==> src/tpfs_pkg.sv <==
// Shared widths, reset values, register codes and control types of the
// touch point filter and scaler. No dependencies.
`default_nettype none

package tpfs_pkg;

  // Field widths
  localparam int WORD_W     = 16;
  localparam int RAW_W      = 12;
  localparam int SUM_W      = 15;
  localparam int ROT_W      = 2;
  localparam int CFG_IDX_W  = 3;
  localparam int CFG_DATA_W = 12;

  localparam logic [RAW_W-1:0] RAW_MAX = 12'd4095;

  // Register reset values
  localparam logic [ROT_W-1:0] ROTATION_RST = 2'd0;
  localparam logic [RAW_W-1:0] WIDTH_RST    = 12'd320;
  localparam logic [RAW_W-1:0] HEIGHT_RST   = 12'd240;
  localparam logic [RAW_W-1:0] X_MIN_RST    = 12'd240;
  localparam logic [RAW_W-1:0] X_MAX_RST    = 12'd3900;
  localparam logic [RAW_W-1:0] Y_MIN_RST    = 12'd210;
  localparam logic [RAW_W-1:0] Y_MAX_RST    = 12'd3830;

  // Configuration register indexes
  typedef enum logic [CFG_IDX_W-1:0] {
    REG_ROTATION      = 3'd0,
    REG_SCREEN_WIDTH  = 3'd1,
    REG_SCREEN_HEIGHT = 3'd2,
    REG_X_CAL_MIN     = 3'd3,
    REG_X_CAL_MAX     = 3'd4,
    REG_Y_CAL_MIN     = 3'd5,
    REG_Y_CAL_MAX     = 3'd6
  } cfg_reg_t;

  // Screen orientation codes
  typedef enum logic [ROT_W-1:0] {
    ROT_FLIP_BOTH   = 2'd0,
    ROT_SWAP_FLIP_X = 2'd1,
    ROT_NONE        = 2'd2,
    ROT_SWAP_FLIP_Y = 2'd3
  } rot_t;

  // Sample strobe from the sequencer to an axis accumulator
  typedef struct packed {
    logic valid;   // a sample beat is taken this cycle
    logic first;   // it opens a new set
    logic last;    // it closes the set; start the mean
  } tm_ctl_t;

endpackage

`default_nettype wire

==> src/tpfs_ifs.sv <==
// Handshake channels of the touch point filter: ADC pairs, results and
// register writes. Depends on tpfs_pkg.
`default_nettype none

interface tpfs_in_if;
  import tpfs_pkg::*;
  logic              valid;
  logic              ready;
  logic [WORD_W-1:0] x_word;
  logic [WORD_W-1:0] y_word;
  modport source (output valid, output x_word, output y_word, input ready);
  modport sink   (input valid, input x_word, input y_word, output ready);
endinterface

interface tpfs_out_if;
  import tpfs_pkg::*;
  logic             valid;
  logic             ready;
  logic             touched;
  logic [RAW_W-1:0] pixel_x;
  logic [RAW_W-1:0] pixel_y;
  modport source (output valid, output touched, output pixel_x, output pixel_y,
                  input ready);
  modport sink   (input valid, input touched, input pixel_x, input pixel_y,
                  output ready);
endinterface

interface tpfs_cfg_if;
  import tpfs_pkg::*;
  logic                  valid;
  logic                  ready;
  logic [CFG_IDX_W-1:0]  index;
  logic [CFG_DATA_W-1:0] data;
  modport source (output valid, output index, output data, input ready);
  modport sink   (input valid, input index, input data, output ready);
endinterface

`default_nettype wire

==> src/tpfs_trim_mean.sv <==
// One axis: tracks sum, minimum and maximum of a sample set, then forms
// (sum - max - min) / (SAMPLE_COUNT - 2) one quotient bit per cycle. Uses tpfs_pkg.
`default_nettype none

module tpfs_trim_mean #(
  parameter int SAMPLE_COUNT = 5
) (
  input  logic                       clk,
  input  logic                       rst_n,
  input  tpfs_pkg::tm_ctl_t          ctl,
  input  logic [tpfs_pkg::RAW_W-1:0] sample,
  output logic [tpfs_pkg::RAW_W-1:0] mean,
  output logic                       done
);
  import tpfs_pkg::*;

  localparam int DIVISOR = SAMPLE_COUNT - 2;
  localparam int REM_W   = $clog2(DIVISOR + 1);
  localparam int STEP_W  = $clog2(SUM_W);
  localparam logic [REM_W:0]    DIV_K     = (REM_W + 1)'(DIVISOR);
  localparam logic [STEP_W-1:0] LAST_STEP = STEP_W'(SUM_W - 1);

  typedef enum logic [3:0] {
    TM_ACC  = 4'b0001,
    TM_PREP = 4'b0010,
    TM_DIV  = 4'b0100,
    TM_DONE = 4'b1000
  } tm_state_t;

  tm_state_t         state_r, state_nxt;
  logic [STEP_W-1:0] step_r, step_nxt;

  logic [SUM_W-1:0] sum_r;
  logic [RAW_W-1:0] least_r;
  logic [RAW_W-1:0] greatest_r;
  logic [SUM_W-1:0] quo_r;
  logic [REM_W-1:0] rem_r;

  logic [SUM_W-1:0] sample_ext;
  logic [REM_W:0]   rem_sh;
  logic [REM_W:0]   rem_dif;
  logic             rem_ge;

  assign sample_ext = {{(SUM_W - RAW_W){1'b0}}, sample};

  // Restoring division step: bring down the next dividend bit
  assign rem_sh  = {rem_r, quo_r[SUM_W-1]};
  assign rem_ge  = rem_sh >= DIV_K;
  assign rem_dif = rem_sh - DIV_K;

  // Sequence the set, the setup and the serial divide
  always_comb begin
    state_nxt = state_r;
    step_nxt  = step_r;
    case (state_r)
      TM_ACC: begin
        if (ctl.valid && ctl.last) begin
          state_nxt = TM_PREP;
        end
      end
      TM_PREP: begin
        state_nxt = TM_DIV;
        step_nxt  = '0;
      end
      TM_DIV: begin
        if (step_r == LAST_STEP) begin
          state_nxt = TM_DONE;
        end else begin
          step_nxt = step_r + STEP_W'(1);
        end
      end
      TM_DONE: begin
        state_nxt = TM_ACC;
      end
      default: begin
        state_nxt = TM_ACC;
      end
    endcase
  end

  always_ff @(posedge clk) begin
    if (!rst_n) begin
      state_r <= TM_ACC;
      step_r  <= '0;
    end else begin
      state_r <= state_nxt;
      step_r  <= step_nxt;
    end
  end

  // Accumulate sum and extremes; the first beat of a set overwrites them
  always_ff @(posedge clk) begin
    if (ctl.valid) begin
      if (ctl.first) begin
        sum_r      <= sample_ext;
        least_r    <= sample;
        greatest_r <= sample;
      end else begin
        sum_r <= sum_r + sample_ext;
        if (sample < least_r) begin
          least_r <= sample;
        end
        if (sample > greatest_r) begin
          greatest_r <= sample;
        end
      end
    end
  end

  // Load the trimmed sum, then shift quotient bits in from the right
  always_ff @(posedge clk) begin
    case (state_r)
      TM_PREP: begin
        quo_r <= sum_r - {{(SUM_W - RAW_W){1'b0}}, greatest_r}
                       - {{(SUM_W - RAW_W){1'b0}}, least_r};
        rem_r <= '0;
      end
      TM_DIV: begin
        quo_r <= {quo_r[SUM_W-2:0], rem_ge};
        rem_r <= rem_ge ? rem_dif[REM_W-1:0] : rem_sh[REM_W-1:0];
      end
      default: begin
        quo_r <= quo_r;
        rem_r <= rem_r;
      end
    endcase
  end

  assign mean = quo_r[RAW_W-1:0];
  assign done = (state_r == TM_DONE);

endmodule

`default_nettype wire

==> src/tpfs_axis_scale.sv <==
// One axis: scales a raw coordinate to pixels as size*(raw-lo)/(hi-lo) with a
// shift-add multiplier and a restoring divider, one bit per cycle. Uses tpfs_pkg.
`default_nettype none

module tpfs_axis_scale (
  input  logic                       clk,
  input  logic                       rst_n,
  input  logic                       start,
  input  logic [tpfs_pkg::RAW_W-1:0] raw,
  input  logic [tpfs_pkg::RAW_W-1:0] size,
  input  logic [tpfs_pkg::RAW_W-1:0] cal_lo,
  input  logic [tpfs_pkg::RAW_W-1:0] cal_hi,
  output logic [tpfs_pkg::RAW_W-1:0] pixel,
  output logic                       done
);
  import tpfs_pkg::*;

  localparam int PROD_W    = 2 * RAW_W;
  localparam int MUL_STEPS = RAW_W;
  localparam int DIV_STEPS = PROD_W;
  localparam int CNT_W     = $clog2(DIV_STEPS);
  localparam logic [CNT_W-1:0] MUL_LAST = CNT_W'(MUL_STEPS - 1);
  localparam logic [CNT_W-1:0] DIV_LAST = CNT_W'(DIV_STEPS - 1);

  typedef enum logic [4:0] {
    SC_IDLE = 5'b00001,
    SC_PREP = 5'b00010,
    SC_MUL  = 5'b00100,
    SC_DIV  = 5'b01000,
    SC_DONE = 5'b10000
  } sc_state_t;

  sc_state_t        state_r, state_nxt;
  logic [CNT_W-1:0] cnt_r, cnt_nxt;

  logic [RAW_W-1:0]  raw_r;
  logic [RAW_W-1:0]  mag_d_r;
  logic              kill_r;
  logic [PROD_W-1:0] prod_r;
  logic [RAW_W-1:0]  rem_r;

  logic [RAW_W-1:0] mag_n;
  logic [RAW_W-1:0] mag_d;
  logic             raw_below;
  logic             hi_below;
  logic [RAW_W:0]   mul_sum;
  logic [RAW_W:0]   rem_sh;
  logic [RAW_W:0]   rem_dif;
  logic             rem_ge;

  // Magnitudes and signs of numerator and span
  assign raw_below = raw_r < cal_lo;
  assign hi_below  = cal_hi < cal_lo;
  assign mag_n     = raw_below ? (cal_lo - raw_r) : (raw_r - cal_lo);
  assign mag_d     = hi_below ? (cal_lo - cal_hi) : (cal_hi - cal_lo);

  // Multiply step: add size on a set multiplier bit, then shift right
  assign mul_sum = {1'b0, prod_r[PROD_W-1:RAW_W]} + (prod_r[0] ? {1'b0, size} : '0);

  // Divide step: bring down the next dividend bit, subtract when it fits
  assign rem_sh  = {rem_r, prod_r[PROD_W-1]};
  assign rem_ge  = rem_sh >= {1'b0, mag_d_r};
  assign rem_dif = rem_sh - {1'b0, mag_d_r};

  always_comb begin
    state_nxt = state_r;
    cnt_nxt   = cnt_r;
    case (state_r)
      SC_IDLE, SC_DONE: begin
        if (start) begin
          state_nxt = SC_PREP;
        end
      end
      SC_PREP: begin
        state_nxt = SC_MUL;
        cnt_nxt   = '0;
      end
      SC_MUL: begin
        if (cnt_r == MUL_LAST) begin
          state_nxt = SC_DIV;
          cnt_nxt   = '0;
        end else begin
          cnt_nxt = cnt_r + CNT_W'(1);
        end
      end
      SC_DIV: begin
        if (cnt_r == DIV_LAST) begin
          state_nxt = SC_DONE;
        end else begin
          cnt_nxt = cnt_r + CNT_W'(1);
        end
      end
      default: begin
        state_nxt = SC_IDLE;
      end
    endcase
  end

  always_ff @(posedge clk) begin
    if (!rst_n) begin
      state_r <= SC_IDLE;
      cnt_r   <= '0;
    end else begin
      state_r <= state_nxt;
      cnt_r   <= cnt_nxt;
    end
  end

  // Datapath shift registers
  always_ff @(posedge clk) begin
    if (start) begin
      raw_r <= raw;
    end
    case (state_r)
      SC_PREP: begin
        prod_r  <= {{RAW_W{1'b0}}, mag_n};
        mag_d_r <= mag_d;
        kill_r  <= (cal_hi == cal_lo) || (raw_below != hi_below);
        rem_r   <= '0;
      end
      SC_MUL: begin
        prod_r <= {mul_sum, prod_r[RAW_W-1:1]};
      end
      SC_DIV: begin
        prod_r <= {prod_r[PROD_W-2:0], rem_ge};
        rem_r  <= rem_ge ? rem_dif[RAW_W-1:0] : rem_sh[RAW_W-1:0];
      end
      default: begin
        prod_r <= prod_r;
      end
    endcase
  end

  // Drop a negative, undefined or out-of-range quotient to zero
  assign pixel = (kill_r || (prod_r[PROD_W-1:RAW_W] != '0) || (prod_r[RAW_W-1:0] > size))
               ? '0 : prod_r[RAW_W-1:0];
  assign done  = (state_r == SC_DONE);

endmodule

`default_nettype wire

==> src/touch_point_filter_and_scale.sv <==
// Top level of the touch point filter: probe detection, five-sample trimmed
// mean, rotation and calibration scaling. Uses tpfs_pkg, tpfs_ifs, tpfs_trim_mean, tpfs_axis_scale.
//
//   channel   dir  payload                         beat taken when
//   in_chan   in   x_word[16], y_word[16]          valid & ready
//   out_chan  out  touched, pixel_x[12], pixel_y[12]  valid & ready
//   cfg_chan  in   index[3], data[12]              valid & ready (ready tied high)
//
// Idle, probe and sample beats are taken one per cycle, idle and probe beats only
// while the output slot is free; a no-touch result is registered in the cycle after its beat.
// After the closing sample the result passes the bit-serial trimmed-mean divider,
// then the shift-add multiplier and the restoring divider of the calibration
// scaler, plus setup and handoff. No new pair is taken while these run.
// A stalled result holds its register.
// Reset (rst_n low, synchronous) returns to idle and loads default registers.
`default_nettype none

module touch_point_filter_and_scale #(
  parameter int SAMPLE_COUNT = 5
) (
  input  logic       clk,
  input  logic       rst_n,
  tpfs_in_if.sink    in_chan,
  tpfs_out_if.source out_chan,
  tpfs_cfg_if.sink   cfg_chan
);
  import tpfs_pkg::*;

  localparam int CNT_W = $clog2(SAMPLE_COUNT);
  localparam logic [CNT_W-1:0] LAST_SAMPLE = CNT_W'(SAMPLE_COUNT - 1);

  typedef enum logic [3:0] {
    ST_IDLE    = 4'b0001,
    ST_COLLECT = 4'b0010,
    ST_MEAN    = 4'b0100,
    ST_SCALE   = 4'b1000
  } state_t;

  state_t           state_r, state_nxt;
  logic [CNT_W-1:0] cnt_r, cnt_nxt;

  logic [ROT_W-1:0] rotation_r;
  logic [RAW_W-1:0] screen_width_r;
  logic [RAW_W-1:0] screen_height_r;
  logic [RAW_W-1:0] x_cal_min_r;
  logic [RAW_W-1:0] x_cal_max_r;
  logic [RAW_W-1:0] y_cal_min_r;
  logic [RAW_W-1:0] y_cal_max_r;

  logic             out_valid_r;
  logic             touched_r;
  logic [RAW_W-1:0] pixel_x_r;
  logic [RAW_W-1:0] pixel_y_r;

  logic             in_fire;
  logic             out_free;
  logic [RAW_W-1:0] raw_x;
  logic [RAW_W-1:0] raw_y;
  logic             probe_ok;
  tm_ctl_t          tm_ctl;
  logic [RAW_W-1:0] mean_x;
  logic [RAW_W-1:0] mean_y;
  logic             mean_x_done;
  logic             mean_y_done;
  logic [RAW_W-1:0] rot_x;
  logic [RAW_W-1:0] rot_y;
  logic [RAW_W-1:0] scl_in_x;
  logic [RAW_W-1:0] scl_in_y;
  logic             scale_start;
  logic [RAW_W-1:0] pix_x;
  logic [RAW_W-1:0] pix_y;
  logic             scale_x_done;
  logic             scale_y_done;
  logic             load_idle;
  logic             load_touch;

  // Register writes
  assign cfg_chan.ready = 1'b1;

  always_ff @(posedge clk) begin
    if (!rst_n) begin
      rotation_r      <= ROTATION_RST;
      screen_width_r  <= WIDTH_RST;
      screen_height_r <= HEIGHT_RST;
      x_cal_min_r     <= X_MIN_RST;
      x_cal_max_r     <= X_MAX_RST;
      y_cal_min_r     <= Y_MIN_RST;
      y_cal_max_r     <= Y_MAX_RST;
    end else if (cfg_chan.valid) begin
      case (cfg_reg_t'(cfg_chan.index))
        REG_ROTATION:      rotation_r      <= cfg_chan.data[ROT_W-1:0];
        REG_SCREEN_WIDTH:  screen_width_r  <= cfg_chan.data[RAW_W-1:0];
        REG_SCREEN_HEIGHT: screen_height_r <= cfg_chan.data[RAW_W-1:0];
        REG_X_CAL_MIN:     x_cal_min_r     <= cfg_chan.data[RAW_W-1:0];
        REG_X_CAL_MAX:     x_cal_max_r     <= cfg_chan.data[RAW_W-1:0];
        REG_Y_CAL_MIN:     y_cal_min_r     <= cfg_chan.data[RAW_W-1:0];
        REG_Y_CAL_MAX:     y_cal_max_r     <= cfg_chan.data[RAW_W-1:0];
        default: ;
      endcase
    end
  end

  // Raw 12-bit reading: drop three low bits, out-of-range words read as zero
  assign raw_x = in_chan.x_word[WORD_W-1] ? '0 : in_chan.x_word[WORD_W-2:WORD_W-1-RAW_W];
  assign raw_y = in_chan.y_word[WORD_W-1] ? '0 : in_chan.y_word[WORD_W-2:WORD_W-1-RAW_W];
  assign probe_ok = (raw_x != '0) && (raw_y != '0);

  // Handshake
  assign out_free      = !out_valid_r || out_chan.ready;
  assign in_chan.ready = (state_r == ST_COLLECT) || ((state_r == ST_IDLE) && out_free);
  assign in_fire       = in_chan.valid && in_chan.ready;

  assign tm_ctl.valid = in_fire && (state_r == ST_COLLECT);
  assign tm_ctl.first = (cnt_r == '0);
  assign tm_ctl.last  = (cnt_r == LAST_SAMPLE);

  // Sequencer
  always_comb begin
    state_nxt   = state_r;
    cnt_nxt     = cnt_r;
    load_idle   = 1'b0;
    load_touch  = 1'b0;
    scale_start = 1'b0;
    case (state_r)
      ST_IDLE: begin
        if (in_fire) begin
          if (probe_ok) begin
            state_nxt = ST_COLLECT;
            cnt_nxt   = '0;
          end else begin
            load_idle = 1'b1;
          end
        end
      end
      ST_COLLECT: begin
        if (in_fire) begin
          if (cnt_r == LAST_SAMPLE) begin
            state_nxt = ST_MEAN;
          end else begin
            cnt_nxt = cnt_r + CNT_W'(1);
          end
        end
      end
      ST_MEAN: begin
        if (mean_x_done && mean_y_done) begin
          scale_start = 1'b1;
          state_nxt   = ST_SCALE;
        end
      end
      ST_SCALE: begin
        if (scale_x_done && scale_y_done && out_free) begin
          load_touch = 1'b1;
          state_nxt  = ST_IDLE;
        end
      end
      default: begin
        state_nxt = ST_IDLE;
      end
    endcase
  end

  always_ff @(posedge clk) begin
    if (!rst_n) begin
      state_r <= ST_IDLE;
      cnt_r   <= '0;
    end else begin
      state_r <= state_nxt;
      cnt_r   <= cnt_nxt;
    end
  end

  // Per-axis trimmed mean
  tpfs_trim_mean #(
    .SAMPLE_COUNT (SAMPLE_COUNT)
  ) u_mean_x (
    .clk    (clk),
    .rst_n  (rst_n),
    .ctl    (tm_ctl),
    .sample (raw_x),
    .mean   (mean_x),
    .done   (mean_x_done)
  );

  tpfs_trim_mean #(
    .SAMPLE_COUNT (SAMPLE_COUNT)
  ) u_mean_y (
    .clk    (clk),
    .rst_n  (rst_n),
    .ctl    (tm_ctl),
    .sample (raw_y),
    .mean   (mean_y),
    .done   (mean_y_done)
  );

  // Orientation: swap and mirror the axes
  always_comb begin
    case (rot_t'(rotation_r))
      ROT_FLIP_BOTH: begin
        rot_x = RAW_MAX - mean_x;
        rot_y = RAW_MAX - mean_y;
      end
      ROT_SWAP_FLIP_X: begin
        rot_x = RAW_MAX - mean_y;
        rot_y = mean_x;
      end
      ROT_NONE: begin
        rot_x = mean_x;
        rot_y = mean_y;
      end
      ROT_SWAP_FLIP_Y: begin
        rot_x = mean_y;
        rot_y = RAW_MAX - mean_x;
      end
      default: begin
        rot_x = mean_x;
        rot_y = mean_y;
      end
    endcase
  end

  // Full-scale reading after rotation counts as no reading
  assign scl_in_x = (rot_x == RAW_MAX) ? '0 : rot_x;
  assign scl_in_y = (rot_y == RAW_MAX) ? '0 : rot_y;

  // Per-axis calibration scaling
  tpfs_axis_scale u_scale_x (
    .clk    (clk),
    .rst_n  (rst_n),
    .start  (scale_start),
    .raw    (scl_in_x),
    .size   (screen_width_r),
    .cal_lo (x_cal_min_r),
    .cal_hi (x_cal_max_r),
    .pixel  (pix_x),
    .done   (scale_x_done)
  );

  tpfs_axis_scale u_scale_y (
    .clk    (clk),
    .rst_n  (rst_n),
    .start  (scale_start),
    .raw    (scl_in_y),
    .size   (screen_height_r),
    .cal_lo (y_cal_min_r),
    .cal_hi (y_cal_max_r),
    .pixel  (pix_y),
    .done   (scale_y_done)
  );

  // Output register: hold the beat until taken
  always_ff @(posedge clk) begin
    if (!rst_n) begin
      out_valid_r <= 1'b0;
    end else if (load_idle || load_touch) begin
      out_valid_r <= 1'b1;
    end else if (out_chan.ready) begin
      out_valid_r <= 1'b0;
    end
  end

  always_ff @(posedge clk) begin
    if (load_idle) begin
      touched_r <= 1'b0;
      pixel_x_r <= '0;
      pixel_y_r <= '0;
    end else if (load_touch) begin
      touched_r <= 1'b1;
      pixel_x_r <= pix_x;
      pixel_y_r <= pix_y;
    end
  end

  assign out_chan.valid   = out_valid_r;
  assign out_chan.touched = touched_r;
  assign out_chan.pixel_x = pixel_x_r;
  assign out_chan.pixel_y = pixel_y_r;

endmodule

`default_nettype wire

==> src/flat_wrapper.sv <==
// flat-port wrapper written by rule: the top's interface ports become plain ports
module touch_point_filter_and_scale_flat import tpfs_pkg::*;
#(
  parameter int SAMPLE_COUNT = 5
)
  (clk, rst_n, in_chan_valid, in_chan_x_word, in_chan_y_word, in_chan_ready, out_chan_valid, out_chan_touched, out_chan_pixel_x, out_chan_pixel_y, out_chan_ready, cfg_chan_valid, cfg_chan_index, cfg_chan_data, cfg_chan_ready);
  tpfs_in_if in_chan_i ();
  tpfs_out_if out_chan_i ();
  tpfs_cfg_if cfg_chan_i ();
  input  logic clk;
  input  logic rst_n;
  input wire logic [$bits(in_chan_i.valid)-1:0] in_chan_valid;
  input wire logic [$bits(in_chan_i.x_word)-1:0] in_chan_x_word;
  input wire logic [$bits(in_chan_i.y_word)-1:0] in_chan_y_word;
  output wire logic [$bits(in_chan_i.ready)-1:0] in_chan_ready;
  output wire logic [$bits(out_chan_i.valid)-1:0] out_chan_valid;
  output wire logic [$bits(out_chan_i.touched)-1:0] out_chan_touched;
  output wire logic [$bits(out_chan_i.pixel_x)-1:0] out_chan_pixel_x;
  output wire logic [$bits(out_chan_i.pixel_y)-1:0] out_chan_pixel_y;
  input wire logic [$bits(out_chan_i.ready)-1:0] out_chan_ready;
  input wire logic [$bits(cfg_chan_i.valid)-1:0] cfg_chan_valid;
  input wire logic [$bits(cfg_chan_i.index)-1:0] cfg_chan_index;
  input wire logic [$bits(cfg_chan_i.data)-1:0] cfg_chan_data;
  output wire logic [$bits(cfg_chan_i.ready)-1:0] cfg_chan_ready;
  assign in_chan_i.valid = in_chan_valid;
  assign in_chan_i.x_word = in_chan_x_word;
  assign in_chan_i.y_word = in_chan_y_word;
  assign in_chan_ready = in_chan_i.ready;
  assign out_chan_valid = out_chan_i.valid;
  assign out_chan_touched = out_chan_i.touched;
  assign out_chan_pixel_x = out_chan_i.pixel_x;
  assign out_chan_pixel_y = out_chan_i.pixel_y;
  assign out_chan_i.ready = out_chan_ready;
  assign cfg_chan_i.valid = cfg_chan_valid;
  assign cfg_chan_i.index = cfg_chan_index;
  assign cfg_chan_i.data = cfg_chan_data;
  assign cfg_chan_ready = cfg_chan_i.ready;
  touch_point_filter_and_scale #(.SAMPLE_COUNT(SAMPLE_COUNT)) u_core (.clk(clk), .rst_n(rst_n), .in_chan(in_chan_i), .out_chan(out_chan_i), .cfg_chan(cfg_chan_i));
endmodule
==> config.mk <==
export PLATFORM = sky130hd
export DESIGN_NAME = touch_point_filter_and_scale_flat
export DESIGN_NICKNAME = d
export VERILOG_FILES = /design/src/tpfs_pkg.sv /design/src/tpfs_ifs.sv /design/src/tpfs_trim_mean.sv /design/src/tpfs_axis_scale.sv /design/src/touch_point_filter_and_scale.sv /design/src/flat_wrapper.sv
export SDC_FILE = /design/constraint.sdc
export NUM_CORES = 1
export LEC_CHECK = 0
export BUFFER_PORTS_ARGS = -buffer_cell sky130_fd_sc_hd__buf_4
export CAP_MARGIN = 40
export CELL_PAD_IN_SITES_DETAIL_PLACEMENT = 0
export CELL_PAD_IN_SITES_GLOBAL_PLACEMENT = 1
export CORE_ASPECT_RATIO = 1.5
export CORE_MARGIN = 4
export CORE_UTILIZATION = 50
export CTS_BUF_LIST = sky130_fd_sc_hd__clkbuf_4 sky130_fd_sc_hd__clkbuf_8
export DETAILED_ROUTE_END_ITERATION = 6
export PLACE_DENSITY = 0.87
export SYNTH_ARGS = -nofsm -noshare
export SYNTH_HDL_FRONTEND = slang
export SYNTH_SLANG_ARGS = --single-unit
==> constraint.sdc <==
create_clock -name clk -period 7.2 [get_ports clk]
set_input_delay 0.36 -clock clk [delete_from_list [all_inputs] [get_ports clk]]
set_output_delay 0.36 -clock clk [all_outputs]
set_load 0.01 [all_outputs]
[After elaboration in Yosys (flattened, before gate mapping)]
Cells that the tools add are included.
Word-level totals
  flip-flop bits (word level): 377
  output and inout port bits: 28
  word-level logic and storage cells: 286
Cells by class
  $add $sub $neg: 27
  magnitude comparators: 14
  equality and inequality tests: 65
  muxes and demuxes: 77
  reductions and logical operators: 60
Operators by type and width (number)
  $mux 12: 22
  $pmux 24 s3: 2
  $sub 12x12->12: 10
  $pmux 12 s4: 2
  $lt 12x12->1: 6
  $pmux 15 s2: 2
  $sub 15x12->15: 4
  $gt 12x12->1: 4
  $pmux 12 s2: 2
  $reduce_bool 12->1: 4
  $mux 5: 9
  $mux 4: 11
  $pmux 5 s4: 2
  $reduce_and 2->1: 17
  $add 15x12->15: 2
  $pmux 5 s3: 2
  $add 12x12->13: 2
  $ge 13x12->1: 2
  $ne 2x2->1 const B: 13
  $eq 12x12->1: 2
  $eq 12x12->1 const B: 2
  $pmux 4 s3: 2
  $sub 12x12->12 const A: 2
  $eq 4x4->1 const B: 5
  other kinds (38): 112

[Logic depth before layout (Yosys ltp)]
  word-level depth: 9
  depth in mapped cells: 13

[Hierarchy]
From an unflattened synthesis, not the netlist that was laid out.
Second synthesis, totals
  cells, all modules: 2996
  area, all modules: 27236.1 µm²
Modules (own cells, without submodules)
  tpfs_axis_scale at u_core.u_scale_y: times used 1, cells an instance 720, area an instance 6428.7 µm², sequential area each 2031.9 µm²
  tpfs_axis_scale at u_core.u_scale_x: times used 1, cells an instance 709, area an instance 6334.8 µm², sequential area each 2031.9 µm²
  touch_point_filter_and_scale: times used 1, cells an instance 651, area an instance 5091.1 µm², sequential area each 2142.1 µm²
  tpfs_trim_mean at u_core.u_mean_x: times used 1, cells an instance 470, area an instance 4793.3 µm², sequential area each 1841.8 µm²
  tpfs_trim_mean at u_core.u_mean_y: times used 1, cells an instance 446, area an instance 4588.2 µm², sequential area each 1841.8 µm²

[Worst setup path after synthesis]
No wires, ideal clock.
  kind: input -> register
  from: input port in_chan_y_word[15]
  to: register u_core.u_mean_y.least_r[0] (enable)
  setup time: 0.385 ns
  arrival time: 2.800 ns
  data required time: 6.815 ns
  slack: 4.015 ns
  stages on the path: 11
  cell sequence: clkbuf_1 -> nor2b_1 -> ha_1 -> a21o_1 -> a21o_1 -> a21oi_1 -> nor2b_1 -> o21ai_0 -> a21oi_1 -> or3_1 -> a21oi_1
On the way
  cells in the longest elaborated chain, start to end: 4
Ends and longest elaborated chain
  start: declaration: RTL line flat_wrapper.sv:14  | input wire logic [$bits(in_chan_i.y_word)-1:0] in_chan_y_word;
  $mux 12: RTL line touch_point_filter_and_scale.sv:105  | assign raw_y = in_chan.y_word[WORD_W-1] ? '0 : in_chan.y_word[WORD_W-2:WORD_W-1-RAW_W];
  net u_core.raw_y[5]: RTL line touch_point_filter_and_scale.sv:58  | logic [RAW_W-1:0] raw_y;
  $lt 12x12->1: RTL line tpfs_trim_mean.sv:100  | if (sample < least_r) begin
  $reduce_bool 2->1 (no source line)
  $reduce_and 2->1 (no source line)
  end signal: assignment: RTL line tpfs_trim_mean.sv:96  | least_r <= sample;
  end signal: assignment: RTL line tpfs_trim_mean.sv:101  | least_r <= sample;
  end: declaration: RTL line tpfs_trim_mean.sv:34  | logic [RAW_W-1:0] least_r;
The timed path passes the listed nets, and every way through them passes these cells.
A chain may end at the register's enable or synchronous reset.

[Final worst setup path]
  from: register u_core.u_mean_x.sum_r[2]
  to: register u_core.u_mean_x.quo_r[14] (data pin)
On the way
  cells in the longest elaborated chain, start to end: 3
Ends and longest elaborated chain
  start: declaration: RTL line tpfs_trim_mean.sv:33  | logic [SUM_W-1:0] sum_r;
  start signal: assignment: RTL line tpfs_trim_mean.sv:95  | sum_r <= sample_ext;
  start signal: assignment: RTL line tpfs_trim_mean.sv:99  | sum_r <= sum_r + sample_ext;
  $sub 15x12->15: RTL line tpfs_trim_mean.sv:114  | quo_r <= sum_r - {{(SUM_W - RAW_W){1'b0}}, greatest_r}
  $sub 15x12->15: RTL line tpfs_trim_mean.sv:115  | - {{(SUM_W - RAW_W){1'b0}}, least_r};
  $pmux 15 s2: RTL line tpfs_trim_mean.sv:112  | case (state_r)
  end signal: assignment: RTL line tpfs_trim_mean.sv:114
  end signal: assignment: RTL line tpfs_trim_mean.sv:119  | quo_r <= {quo_r[SUM_W-2:0], rem_ge};
  end signal: assignment: RTL line tpfs_trim_mean.sv:123  | quo_r <= quo_r;
  end: declaration: RTL line tpfs_trim_mean.sv:36  | logic [SUM_W-1:0] quo_r;
No other way between the ends.

==> flow_metrics.tcl <==
set metrics [dict create \
    final_hold_viol_count 0 \
    tns_ns 0 \
    wl_per_cell_um 18.7 \
    finalNetCount 3261 \
    rsz0062_at_grt "false" \
    slowest_delay_ns 0.50 \
    hp-class "in2reg" \
    async_flop_share 0 \
    die_x_um 195 \
    synth_area_per_cell_um2 9.32 \
    worst_pin_slew_ns 0.959 \
    synth-seq-cells 377 \
    netlist_area_mm2 0.0261 \
    synth_edf_count 234 \
    postLayoutCoreUtil 0.561 \
    max_freq_mhz 295 \
    end_kind "register" \
    seqCellArea_mm2 0.00989 \
    firstDrtPassIters 5 \
    area_delta_synth_final_pct 10.9 \
    postCtsResizedCells 0 \
    drv_cap 0 \
    num_vias 20700 \
    drive_above_1_share 0.0875 \
    setup_viol 0 \
    die-area_mm2 0.0561 \
    synthDistinctLibCells 86 \
    grt_start_max_net_pins 47 \
    cts.sinks 377 \
    grt_pass1_wl_um 108000 \
    finalWorstSetupSlack_ns 3.81 \
    status "complete, no violations" \
    start_util 0.506 \
    cts_tree "yes" \
    clk_pin_slew_ns 0.06 \
    dpl_worst_slack_ns 3.74 \
    die-height_um 288 \
    critical_path_class "reg2reg" \
    syn_nets 3170 \
    multi_input_area_mm2 0.0150 \
    final_cell_mix "ha_1, nand2_1, inv_1" \
    post-route-min-period_ns 3.39 \
    grt_overflow_total 0 \
    portBuffers 72 \
    synth_seq_area_share 0.378 \
    yosysWarnings 0 \
    cts_buffer_depth 3 \
    worstSkewPairLatency_ns 0.71 \
    ctsHtreeMaxLevel 2 \
    cts-buffers-inserted 61 \
    cp.buffers_inverters 0 \
    startpoint_type "register" \
    slowest_stage "fa_1" \
    crit_fanout 4 \
    gp_congestion 0.893 \
    grt_antenna_before_repair 3 \
    crit_chain "fa_1 > ha_1 > nor2b_1 > o21ai_2 > a21oi_1 > a2111oi_2 > o21ai_1 > a22o_1 > or4_1 > a31oi_1" \
    cp.arrival_ns 3.88 \
    grt_pass1_vias 21300 \
    cts_setup_buffers 0 \
    cts_hold_buf 13 \
    slew_viol_final 0 \
    drt-initial-drc-count 1146 \
    leakage_uw 0.0121 \
    relSlewSlack 0.359 \
    ios 80 \
    hpwl_um 52600 \
    ir_drop_v 0.000140 \
    crit_required_ns 7.69 \
    routed_via_density 5.70 \
    antenna_left 0 \
    cts-root-buf "clkbuf_8" \
    skew_ns 0.0406 \
    drt-total-wl_um 67800 \
    post-route-period-util 0.471 \
    synth_flop_cell "edfxtp_1" \
    path_delay_family "compound AO/OA/AOI/OAI gates" \
    synthCells 2804 \
    power_density_mw_per_mm2 189 \
    core_area_mm2 0.0517 \
    post-route-drc-count 0 \
    mostFrequentLayoutCell "ha_1" \
    track_usage 0.237 \
    fp-row-count 102 \
    fillCellCount 4607 \
]
area by class of cell:
| class | count | area share |
|---|---|---|
| Antenna cell | 2 | 0.000173 |
| Clock buffer | 85 | 0.0363 |
| Clock inverter | 30 | 0.0123 |
| Inverter | 238 | 0.0308 |
| Multi-Input combinational cell | 2102 | 0.518 |
| Sequential cell | 377 | 0.341 |
| Tap cell | 676 | 0.0292 |
| Timing Repair Buffer | 115 | 0.0321 |
sequential cells by signal (all words and copies together), names as in the netlist, 15 cells and up:
register                 count
u_core.u_mean_y.sum_r       15
u_core.u_mean_x.sum_r       15
u_core.u_mean_y.quo_r       15
u_core.u_scale_y.prod_r     24
u_core.u_mean_x.quo_r       15
u_core.u_scale_x.prod_r     24
per-stage QoR:
stage / total power [uW] / cells / instance area (um2) / hold slack (ns)
after global routing: 5740 / 3625 / 29000 / 0.0671
final: 5460 / 3625 / 29000 / 0.0870
after detailed placement: 3350 / 3495 / 27400 / 0.447
after CTS: 5520 / 3623 / 29000 / 0.00208
after global placement: 3320 / 3486 / 27300 / 0.443
after floorplan: 3100 / 2804 / 26100 / 0.436
kinds of logic after synthesis:
kind of cell | share of synthesized area
adder cells (fa/ha/maj) | 0.161
flip-flops | 0.378
AO/OA/AOI/OAI | 0.182
XOR/XNOR | 0.0523
buffers and inverters | 0.0484
AND/OR/NAND/NOR | 0.150
multiplexers | 0.0275
other | 0.000144
metal layers:
layer / GRT usage / wire length [um]
met1: 0.258 / 26500
met2: 0.449 / 35500
met3: 0.0316 / 2430
met4: 0.114 / 3460
met5: 0 / 12
synthesized netlist by cell type (13+ instances only):
cell type,number,share of area
nor3_1,50,0.0096
nor2b_1,76,0.018
fa_1,38,0.029
nor4_1,18,0.0043
o21ai_1,48,0.0092
inv_1,238,0.034
nand2_1,259,0.037
o21ai_0,128,0.025
a21oi_1,219,0.042
nor2_1,222,0.032
and2_1,13,0.0031
xor2_1,64,0.021
clkbuf_1,71,0.010
ha_1,276,0.13
a22o_1,25,0.0084
and3_1,20,0.0048
nand4_1,44,0.011
nand2b_1,38,0.0091
a211oi_1,19,0.0055
xnor2_1,92,0.031
a22oi_1,22,0.0063
dfxtp_1,143,0.11
o21bai_1,19,0.0055
a21o_1,59,0.017
a31oi_1,26,0.0062
o21a_1,33,0.0095
nand3_1,28,0.0054
o31ai_1,16,0.0046
edfxtp_1,234,0.27
mux2i_1,56,0.021
o211ai_1,40,0.011
worst min-delay path, cell delays in order:
cell and delay (ns):
buf_4 0.09, nand2b_1 0.20, a21oi_1 0.09
final timing paths:
kind	startpoint	slack, ns	cells after the start	to
worst min register to register	u_core.screen_width_r[10]	0.46	2	u_core.screen_width_r[10]
worst min-delay path	out_chan_ready	0.09	3	u_core.out_chan.valid
worst max register to register	u_core.u_mean_x.sum_r[2]	3.81	10	u_core.u_mean_x.quo_r[14]
worst max-delay path	u_core.u_mean_x.sum_r[2]	3.81	10	u_core.u_mean_x.quo_r[14]
where the power goes:
part / switching (uW) / internal [uW] / total (uW)
Combinational: 522 / 365 / 887
Sequential: 57.4 / 2370 / 2430
Clock: 914 / 1240 / 2150
Total: 1490 / 3970 / 5460
(Power assumes the default switching activity.)
